[src/design/eor_pkg.sv]
// ============================================================================
// EXIF orientation reader package
// Shared constants, error codes and the request/response types that pass
// between the stream front end and the body parser.
// ============================================================================
package eor_pkg;

    localparam int STORE_DEPTH = 65536;
    localparam int ADDR_W      = $clog2(STORE_DEPTH);

    // Error codes of a result transaction.
    localparam logic [3:0] ERR_OK     = 4'd0;
    localparam logic [3:0] ERR_MARKER = 4'd1;
    localparam logic [3:0] ERR_LENGTH = 4'd2;
    localparam logic [3:0] ERR_IDENT  = 4'd3;
    localparam logic [3:0] ERR_EARLY  = 4'd4;
    localparam logic [3:0] ERR_SHORT  = 4'd5;
    localparam logic [3:0] ERR_ORDER  = 4'd6;
    localparam logic [3:0] ERR_OFFSET = 4'd7;
    localparam logic [3:0] ERR_NOTAG  = 4'd8;
    localparam logic [3:0] ERR_VALUE  = 4'd9;

    localparam logic [15:0] ORIENT_TAG = 16'h0112;

    // Start request from the front end to the parser.
    typedef struct packed {
        logic        start;
        logic [15:0] body_length;
    } eor_req_t;

    // Completion from the parser.
    typedef struct packed {
        logic       done;
        logic [3:0] code;
        logic [3:0] value;
    } eor_rsp_t;

endpackage

[src/design/eor_parser.sv]
// ============================================================================
// EXIF body parser
// Walks the stored segment body one byte read at a time under a small
// sequencer: byte order, TIFF mark, IFD0 offset, tag count, entry search.
// ============================================================================
module eor_parser (
    input  logic                     clk,
    input  logic                     rst_n,
    input  eor_pkg::eor_req_t        req,
    output logic [eor_pkg::ADDR_W-1:0] rd_addr,
    input  logic [7:0]               rd_data,
    output eor_pkg::eor_rsp_t        rsp
);
    import eor_pkg::*;

    localparam logic [3:0] S_IDLE  = 4'd0;
    localparam logic [3:0] S_FETCH = 4'd1;
    localparam logic [3:0] S_WAIT  = 4'd2;
    localparam logic [3:0] S_TAKE  = 4'd3;
    localparam logic [3:0] S_DONE  = 4'd4;

    // Steps of the byte walk; each step reads one body byte.
    localparam logic [3:0] K_B0   = 4'd0;
    localparam logic [3:0] K_B1   = 4'd1;
    localparam logic [3:0] K_M0   = 4'd2;
    localparam logic [3:0] K_M1   = 4'd3;
    localparam logic [3:0] K_O0   = 4'd4;
    localparam logic [3:0] K_O1   = 4'd5;
    localparam logic [3:0] K_O2   = 4'd6;
    localparam logic [3:0] K_O3   = 4'd7;
    localparam logic [3:0] K_C0   = 4'd8;
    localparam logic [3:0] K_C1   = 4'd9;
    localparam logic [3:0] K_T0   = 4'd10;
    localparam logic [3:0] K_T1   = 4'd11;
    localparam logic [3:0] K_V0   = 4'd12;
    localparam logic [3:0] K_V1   = 4'd13;

    logic [3:0]  state_reg, state_next;
    logic [3:0]  step_reg, step_next;
    logic [15:0] len_reg, len_next;
    logic        be_reg, be_next;
    logic [7:0]  first_reg, first_next;
    logic [15:0] word_reg, word_next;
    logic [16:0] cursor_reg, cursor_next;
    logic [15:0] tags_reg, tags_next;
    logic [3:0]  code_reg, code_next;
    logic [3:0]  value_reg, value_next;
    logic [16:0] addr_reg, addr_next;

    logic [15:0] word_now;
    logic [16:0] len_ext;

    assign len_ext  = {1'b0, len_reg};
    // Assemble a 16-bit word from the previous and the current byte.
    assign word_now = be_reg ? {first_reg, rd_data} : {rd_data, first_reg};
    assign rd_addr  = addr_reg[ADDR_W-1:0];

    always_comb
    begin
        state_next  = state_reg;
        step_next   = step_reg;
        len_next    = len_reg;
        be_next     = be_reg;
        first_next  = first_reg;
        word_next   = word_reg;
        cursor_next = cursor_reg;
        tags_next   = tags_reg;
        code_next   = code_reg;
        value_next  = value_reg;
        addr_next   = addr_reg;
        case (state_reg)
            S_IDLE:
            begin
                if (req.start)
                begin
                    len_next   = req.body_length;
                    value_next = 4'd0;
                    be_next    = 1'b0;
                    if (req.body_length < 16'd12)
                    begin
                        code_next  = ERR_SHORT;
                        state_next = S_DONE;
                    end
                    else
                    begin
                        step_next  = K_B0;
                        addr_next  = 17'd0;
                        state_next = S_FETCH;
                    end
                end
            end
            S_FETCH:
                state_next = S_WAIT;
            S_WAIT:
                state_next = S_TAKE;
            S_TAKE:
            begin
                state_next = S_FETCH;
                addr_next  = addr_reg + 17'd1;
                step_next  = step_reg + 4'd1;
                first_next = rd_data;
                case (step_reg)
                    K_B0: ;
                    K_B1:
                    begin
                        if (first_reg == 8'h49 && rd_data == 8'h49)
                            be_next = 1'b0;
                        else if (first_reg == 8'h4D && rd_data == 8'h4D)
                            be_next = 1'b1;
                        else
                        begin
                            code_next  = ERR_ORDER;
                            state_next = S_DONE;
                        end
                    end
                    K_M0: ;
                    K_M1:
                    begin
                        if (word_now != 16'h002A)
                        begin
                            code_next  = ERR_ORDER;
                            state_next = S_DONE;
                        end
                    end
                    K_O0: ;
                    K_O1: word_next = word_now;
                    K_O2: ;
                    K_O3:
                    begin
                        // High half is word 4 for MM, word 6 for II.
                        if ((be_reg ? word_reg : word_now) != 16'd0)
                        begin
                            code_next  = ERR_OFFSET;
                            state_next = S_DONE;
                        end
                        else if ({1'b0, be_reg ? word_now : word_reg} > len_ext - 17'd2)
                        begin
                            code_next  = ERR_OFFSET;
                            state_next = S_DONE;
                        end
                        else
                            addr_next = {1'b0, be_reg ? word_now : word_reg};
                    end
                    K_C0: ;
                    K_C1:
                    begin
                        tags_next   = word_now;
                        cursor_next = addr_reg + 17'd1;
                        addr_next   = addr_reg + 17'd1;
                        if (word_now == 16'd0)
                        begin
                            code_next  = ERR_NOTAG;
                            state_next = S_DONE;
                        end
                        else if (addr_reg + 17'd13 > len_ext)
                        begin
                            code_next  = ERR_OFFSET;
                            state_next = S_DONE;
                        end
                    end
                    K_T0: ;
                    K_T1:
                    begin
                        if (word_now == ORIENT_TAG)
                            addr_next = cursor_reg + 17'd8;
                        else if (tags_reg == 16'd1)
                        begin
                            code_next  = ERR_NOTAG;
                            state_next = S_DONE;
                        end
                        else if (cursor_reg + 17'd24 > len_ext)
                        begin
                            code_next  = ERR_OFFSET;
                            state_next = S_DONE;
                        end
                        else
                        begin
                            tags_next   = tags_reg - 16'd1;
                            cursor_next = cursor_reg + 17'd12;
                            addr_next   = cursor_reg + 17'd12;
                            step_next   = K_T0;
                        end
                    end
                    K_V0: ;
                    K_V1:
                    begin
                        state_next = S_DONE;
                        if ((be_reg ? first_reg : rd_data) != 8'd0 ||
                            (be_reg ? rd_data : first_reg) > 8'd8)
                            code_next = ERR_VALUE;
                        else
                        begin
                            code_next  = ERR_OK;
                            value_next = be_reg ? rd_data[3:0] : first_reg[3:0];
                        end
                    end
                    default: state_next = S_DONE;
                endcase
            end
            S_DONE:
                state_next = S_IDLE;
            default:
                state_next = S_IDLE;
        endcase
    end

    always_ff @(posedge clk or negedge rst_n)
    begin
        if (!rst_n)
        begin
            state_reg <= S_IDLE;
            step_reg  <= K_B0;
        end
        else
        begin
            state_reg <= state_next;
            step_reg  <= step_next;
        end
    end

    always_ff @(posedge clk)
    begin
        len_reg    <= len_next;
        be_reg     <= be_next;
        first_reg  <= first_next;
        word_reg   <= word_next;
        cursor_reg <= cursor_next;
        tags_reg   <= tags_next;
        code_reg   <= code_next;
        value_reg  <= value_next;
        addr_reg   <= addr_next;
    end

    assign rsp.done  = (state_reg == S_DONE);
    assign rsp.code  = code_reg;
    assign rsp.value = value_reg;

    // A start is only honored while idle.
    a_start_idle: assert property (@(posedge clk) disable iff (!rst_n)
        req.start |-> state_reg == S_IDLE) else $error("start while busy");
    // Done lasts a single cycle.
    a_done_pulse: assert property (@(posedge clk) disable iff (!rst_n)
        rsp.done |=> !rsp.done) else $error("done held");
    // A successful result carries an orientation of at most eight.
    a_value_range: assert property (@(posedge clk) disable iff (!rst_n)
        (rsp.done && rsp.code == ERR_OK) |-> rsp.value <= 4'd8)
        else $error("bad value");
endmodule

[config.mk]
export PLATFORM = sky130hd
export DESIGN_NAME = eor_parser
export DESIGN_NICKNAME = d
export VERILOG_FILES = /design/src/design/eor_pkg.sv /design/src/design/eor_parser.sv
export SDC_FILE = /design/constraint.sdc
export NUM_CORES = 1
export LEC_CHECK = 0
export BUFFER_PORTS_ARGS = -buffer_cell sky130_fd_sc_hd__buf_4
export CORE_UTILIZATION = 30
export CTS_CLUSTER_SIZE = 25
export DETAILED_ROUTE_END_ITERATION = 10
export PLACE_DENSITY = 0.47
export SYNTH_ARGS = -nofsm -noshare
export SYNTH_HDL_FRONTEND = slang
export SYNTH_SLANG_ARGS = --single-unit
[constraint.sdc]
create_clock -name clk -period 9.3 [get_ports clk]
set_clock_uncertainty 0.15 [all_clocks]
set_input_delay 2.79 -clock clk [delete_from_list [all_inputs] [get_ports clk]]
set_output_delay 2.79 -clock clk [all_outputs]
set_load 0.005 [all_outputs]
======== Word-level counts from Yosys, hierarchy flattened ========
Index checks and enable logic that the tools add are counted.
storage, ports and cells
  flip-flop bits (word level) ............. 107
  input bits .............................. 27
  output and inout port bits .............. 25
operators by class
  add/sub/neg operators ................... 8
  $lt $le $gt $ge ......................... 5
  equal/unequal tests ..................... 42
  multiplexer cells ....................... 68
  reduce and logical (&&, ||, !) cells .... 18
operators with widths
  kind                                                         number
  two-way mux 17 bit                                           10
  one-hot mux 17 bit (2 select lines)                          3
  two-way mux 16 bit                                           6
  two-way mux 4 bit                                            24
  adder 17 x 4 -> 17 bit, second input constant                3
  greater-than comparator 17 x 16 -> 1 bit                     2
  two-way mux 3 bit                                            11
  == test 8 x 7 -> 1 bit, second input constant                4
  one-hot mux 16 bit (2 select lines)                          1
  == test 4 bit, second input constant                         6
  one-hot mux 4 bit (2 select lines)                           3
  one-hot mux 4 bit (6 select lines)                           1
  == test 4 x 3 -> 1 bit, second input constant                5
  one-hot mux 3 bit (6 select lines)                           1
  adder 17 x 1 -> 17 bit, second input constant                1
  adder 17 x 5 -> 17 bit, second input constant                1
  greater-than comparator 16 x 17 -> 1 bit                     1
  subtractor 16 x 2 -> 17 bit, second input constant           1
  == test 16 x 1 -> 1 bit, second input constant               1
  == test 16 x 9 -> 1 bit, second input constant               1
  == test 4 x 2 -> 1 bit, second input constant                4
  zero test 16 bit                                             1
  less-than comparator 16 x 4 -> 1 bit, second input constant  1
  two-way mux 8 bit                                            2
  other kinds (25)                                             47

======== Longest topological paths before layout ========
  depth after elaboration ................. 7
  gate-level depth with buffers ........... 16
  mapped depth without buffers ............ 14

======== Least setup slack after synthesis ========
No wires, ideal clock.
  path type ............................... input to register
  start point ............................. in rd_data[4]
  end point ............................... reg cursor_reg[10], enable pin
  library setup time ...................... 0.419 ns
  arrival ................................. 5.254 ns
  setup slack ............................. 3.476 ns
  stages on the path ...................... 8
  cells stage by stage .................... mux2_2 > nand3b_1 > nand4b_1 > nand3_1 > nor2_1 > buf_2 > nor2_1 > nor2_1
on the way
  word-level cells in the longest chain between the ends .. 4
RTL lines
  what                             RTL line           text
  start, declared                  eor_parser.sv:11   input logic [7:0] rd_data,
  two-way mux 16 bit               eor_parser.sv:55   assign word_now = be_reg ? {first_reg, rd_data} : {rd_data, first_reg};
  == test 16 x 9 -> 1 bit          eor_parser.sv:164  if (word_now == ORIENT_TAG)
  inequality test 2 bit (no line)  -
  AND reduction 5 bit (no line)    -
  end signal, assigned             eor_parser.sv:227  cursor_reg <= cursor_next;
  end, declared                    eor_parser.sv:44   logic [16:0] cursor_reg, cursor_next;
Every way passes these cells.
A chain may end at the register's enable or synchronous reset.

======== Final worst setup path ========
  start point ............................. in rd_data[2]
  end point ............................... reg addr_reg[5] (data pin)
on the way
  word-level cells in the longest chain between the ends .. 7
  elaborated cells on any way between the ends .. 11
  classes of those cells .................. order compare (1); eq/ne (1); mux (8); reduce/logical (1)
RTL lines
  what                                      RTL line           text
  two-way mux 16 bit (*)                    eor_parser.sv:55
  two-way mux 16 bit                        eor_parser.sv:136  else if ({1'b0, be_reg ? word_now : word_reg} > len_ext - 17'd2)
  greater-than comparator 16 x 17 -> 1 bit  eor_parser.sv:136
  two-way mux 17 bit                        eor_parser.sv:136
  two-way mux 17 bit                        eor_parser.sv:131  if ((be_reg ? word_reg : word_now) != 16'd0)
  one-hot mux 17 bit (2 select lines) (*)   eor_parser.sv:102  case (step_reg)
  one-hot mux 17 bit (2 select lines) (*)   eor_parser.sv:71   case (state_reg)
  end signal, assigned                      eor_parser.sv:231  addr_reg <= addr_next;
  end, declared                             eor_parser.sv:48   logic [16:0] addr_reg, addr_next;
Every way passes the cells marked *; elsewhere a longest branch is shown, timed or not.

==> flow_summary.yaml <==
critical_path:
  startpoint_type: "input pin"
  r2r_cells: 12
  crit_fanout: 16
  r2r-start: "cursor_reg[4]"
  startpoint: "rd_data[2]"
  cp.arrival_ps: 6200
  crit_cells: 11
  critPathCaptureType: "register"
  criticalPathCategory: "input pin to register"
  crit_required_ps: 9250
  cpPeakStageDelay_ps: 660
  crit_chain: "buf_4 -> mux2_2 -> ha_1 -> and4b_1 -> o21a_1 -> o31a_1 -> o31ai_1 -> and3_1 -> o22ai_1 -> nand2_1 -> o211ai_1"
  crit_family: "compound AO/OA/AOI/OAI gates"
  crit_slowest_cell: "and3_1"
  crit_buf_inv: 1
power:
  p_leak_nw: 3.469
  power_density_nw_per_um2: 236.4
  vdd_drop_max_mv: 0.09566
  power_mw: 2.193
die:
  fp.dieArea_um2: 28630
  rows: 60
  core-area_um2: 27180
  start_util_pct: 30.87
  dieWidth_um: 169.2
  die_h_um: 169.2
  io_pins: 52
detailed_routing:
  wl_per_cell_um: 21.16
  drcViolationCount: 0
  drt-total-wl_mm: 27.97
  final_antenna_net_count: 0
  viasPerCell: 5.365
  dr.pass1.iters: 5
  drt_iter0_drc: 566
  vias: 7093
outcome:
  status: "complete, no violations"
global_routing:
  grt_start_max_net_pins: 58
  grt.met2_usage_pct: 31.45
  grt_overflow: 0
  busiest_layer: "met2"
  antenna_found_initial: 0
  grt_use_met1_pct: 28.67
  met3_usage_pct: 2.192
  grt_pass1_vias: 7039
  grt_pass1_wl_mm: 43.42
  grt.total_usage_pct: 20.27
timing:
  fin_crit_ps: 6242
  fmax_mhz: 160.2
  max_slew_margin_pct: 25.77
  worstMarginPinSlew_ps: 1112
  finalCritPeriodShare_pct: 67.12
  rsz0062_at_grt: "no"
  maxSlewViolCount: 0
  hold_violations: 0
  tns_ps: 0
  setup_violations: 0
yosys:
  yosysWarnings: 0
  synth_cell_types: 76
  synth_edf_count: 99
  synth_area_per_cell_um2: 8.981
  synth_cells: 934
  ys_top_cells_by_area: "edfxtp_1 (35%), ha_1 (8.9%), xnor2_1 (5.3%)"
  ys.flop_type: "edfxtp_1"
  ys_seq_elements: 106
  ys_async_sr_fraction_pct: 6.604
  yosysTopAreaCellShare_pct: 35.44
  synth_area_um2: 8388
  syn_nets: 1021
  ys_seq_area_share_pct: 37.53
  synth_top_cell_by_area: "edfxtp_1"
placement:
  dp_hpwl_mm: 21.56
  io_buffers: 51
  gp_congestion: 0.9046
final_layout:
  fillers: 2910
  drive_above_1_share_pct: 10.63
  area_growth_pct: 10.62
  diodes: 0
  final_common_cell: "nor2_1"
  layout.nets: 1032
  most-common-layout-cells: "nor2_1 (101), edfxtp_1 (99), nand2_1 (66)"
hold_path:
  hp-class: "register to register"
  hold_depth: 1
  hp-start: "step_reg[0]"
clocking:
  cts_hold_buf: 0
  post_cts_buffers: 0
  clkTransAtPathRegs_ps: 80
  cts_buffer_depth: 2
  clock_sinks: 106
  cts_tree: "built"
  cts.repair.resized: 0
  htree_levels: 3
  clock_latency_ps: 370
  cts_buffers: 9
  clockRootBuffer: "clkbuf_16"
run:
  max-cap-violations: 0
[power by group]
group	internal, mW	switching [mW]
Combinational	0.375	0.580
Clock	0.184	0.200
Sequential	0.683	0.170
[synth_stat cells, drive strengths merged (4+ instances only)]
| library cell | n |
|---|---|
| a211o | 4 |
| a211oi | 7 |
| a21o | 14 |
| a21oi | 66 |
| a221o | 4 |
| a221oi | 4 |
| a22oi | 4 |
| a31oi | 9 |
| and2 | 8 |
| and3 | 13 |
| buf | 31 |
| clkbuf | 28 |
| dfrtp | 7 |
| edfxtp | 99 |
| ha | 60 |
| inv | 55 |
| mux2 | 10 |
| mux2i | 7 |
| nand2 | 66 |
| nand2b | 6 |
| nand3 | 40 |
| nand3b | 4 |
| nand4 | 21 |
| nor2 | 103 |
| nor3 | 32 |
| nor4 | 24 |
| o211ai | 6 |
| o21ai | 39 |
| o31a | 4 |
| o31ai | 7 |
| or2 | 6 |
| or3 | 7 |
| or4 | 9 |
| xnor2 | 51 |
| xor2 | 34 |
[routing by layer]
| metal | vias up | routed length (µm) |
|---|---|---|
| li1 | 3436 | - |
| met1 | 3434 | 13170 |
| met2 | 180 | 12580 |
| met3 | 43 | 1219 |
| met4 | 0 | 1001 |
| met5 | - | 0 |
[cell type report]
type,count,area [µm²],share of cell area (%)
clock buffers,9,225.2,2.427
clock inverters,7,51.30,0.5529
inverters,56,210.2,2.265
multi-input cells,713,4736,51.04
flip-flops and latches,106,3148,33.93
well taps,372,465.4,5.016
repair buffers,59,442.9,4.773
[path summary, 6_finish.rpt]
kind / slack, ps / to
setup / recovery: 3060 / addr_reg[5]
hold / removal: 440 / step_reg[0]
setup reg to reg: 4170 / cursor_reg[2]
hold reg to reg: 440 / step_reg[0]
max in group asynchronous: 6810 / state_reg[2]
min in group asynchronous: 2070 / state_reg[1]
[worst reg2reg max path: stages (launching register included)]
cell and delay, ps:
edfxtp_1 560, o2111ai_1 660, nor2_1 130, xor2_1 290, ha_1 310, a211oi_1 220
nor3b_1 70, or4_1 560, o31a_1 440, nor2_1 210, nor2_1 90, nor2_2 680
buf_4 430
[kinds of logic after synthesis]
kind of cell | Yosys count | share of synthesized area (%)
simple gates | 356 | 21.42
compound gates | 195 | 14.92
buf+inv | 115 | 6.131
flops | 106 | 37.53
xor+xnor | 85 | 8.875
fa+ha+maj | 60 | 8.950
mux | 17 | 2.178
[through the flow]
stage	hold WS (ps)	std cells	setup slack (ps)	util (%)	cell area, µm²
after floorplan	375.7	934	3476	-	8388
after global placement	417.0	1306	2900	33.13	9002
after detailed placement	428.7	1306	2744	33.13	9002
after CTS	439.0	1322	3129	34.14	9279
after global routing	481.0	1322	2814	34.14	9279
final	439.3	1322	3058	34.14	9279
No activity file was read; power rests on OpenSTA's default activity.
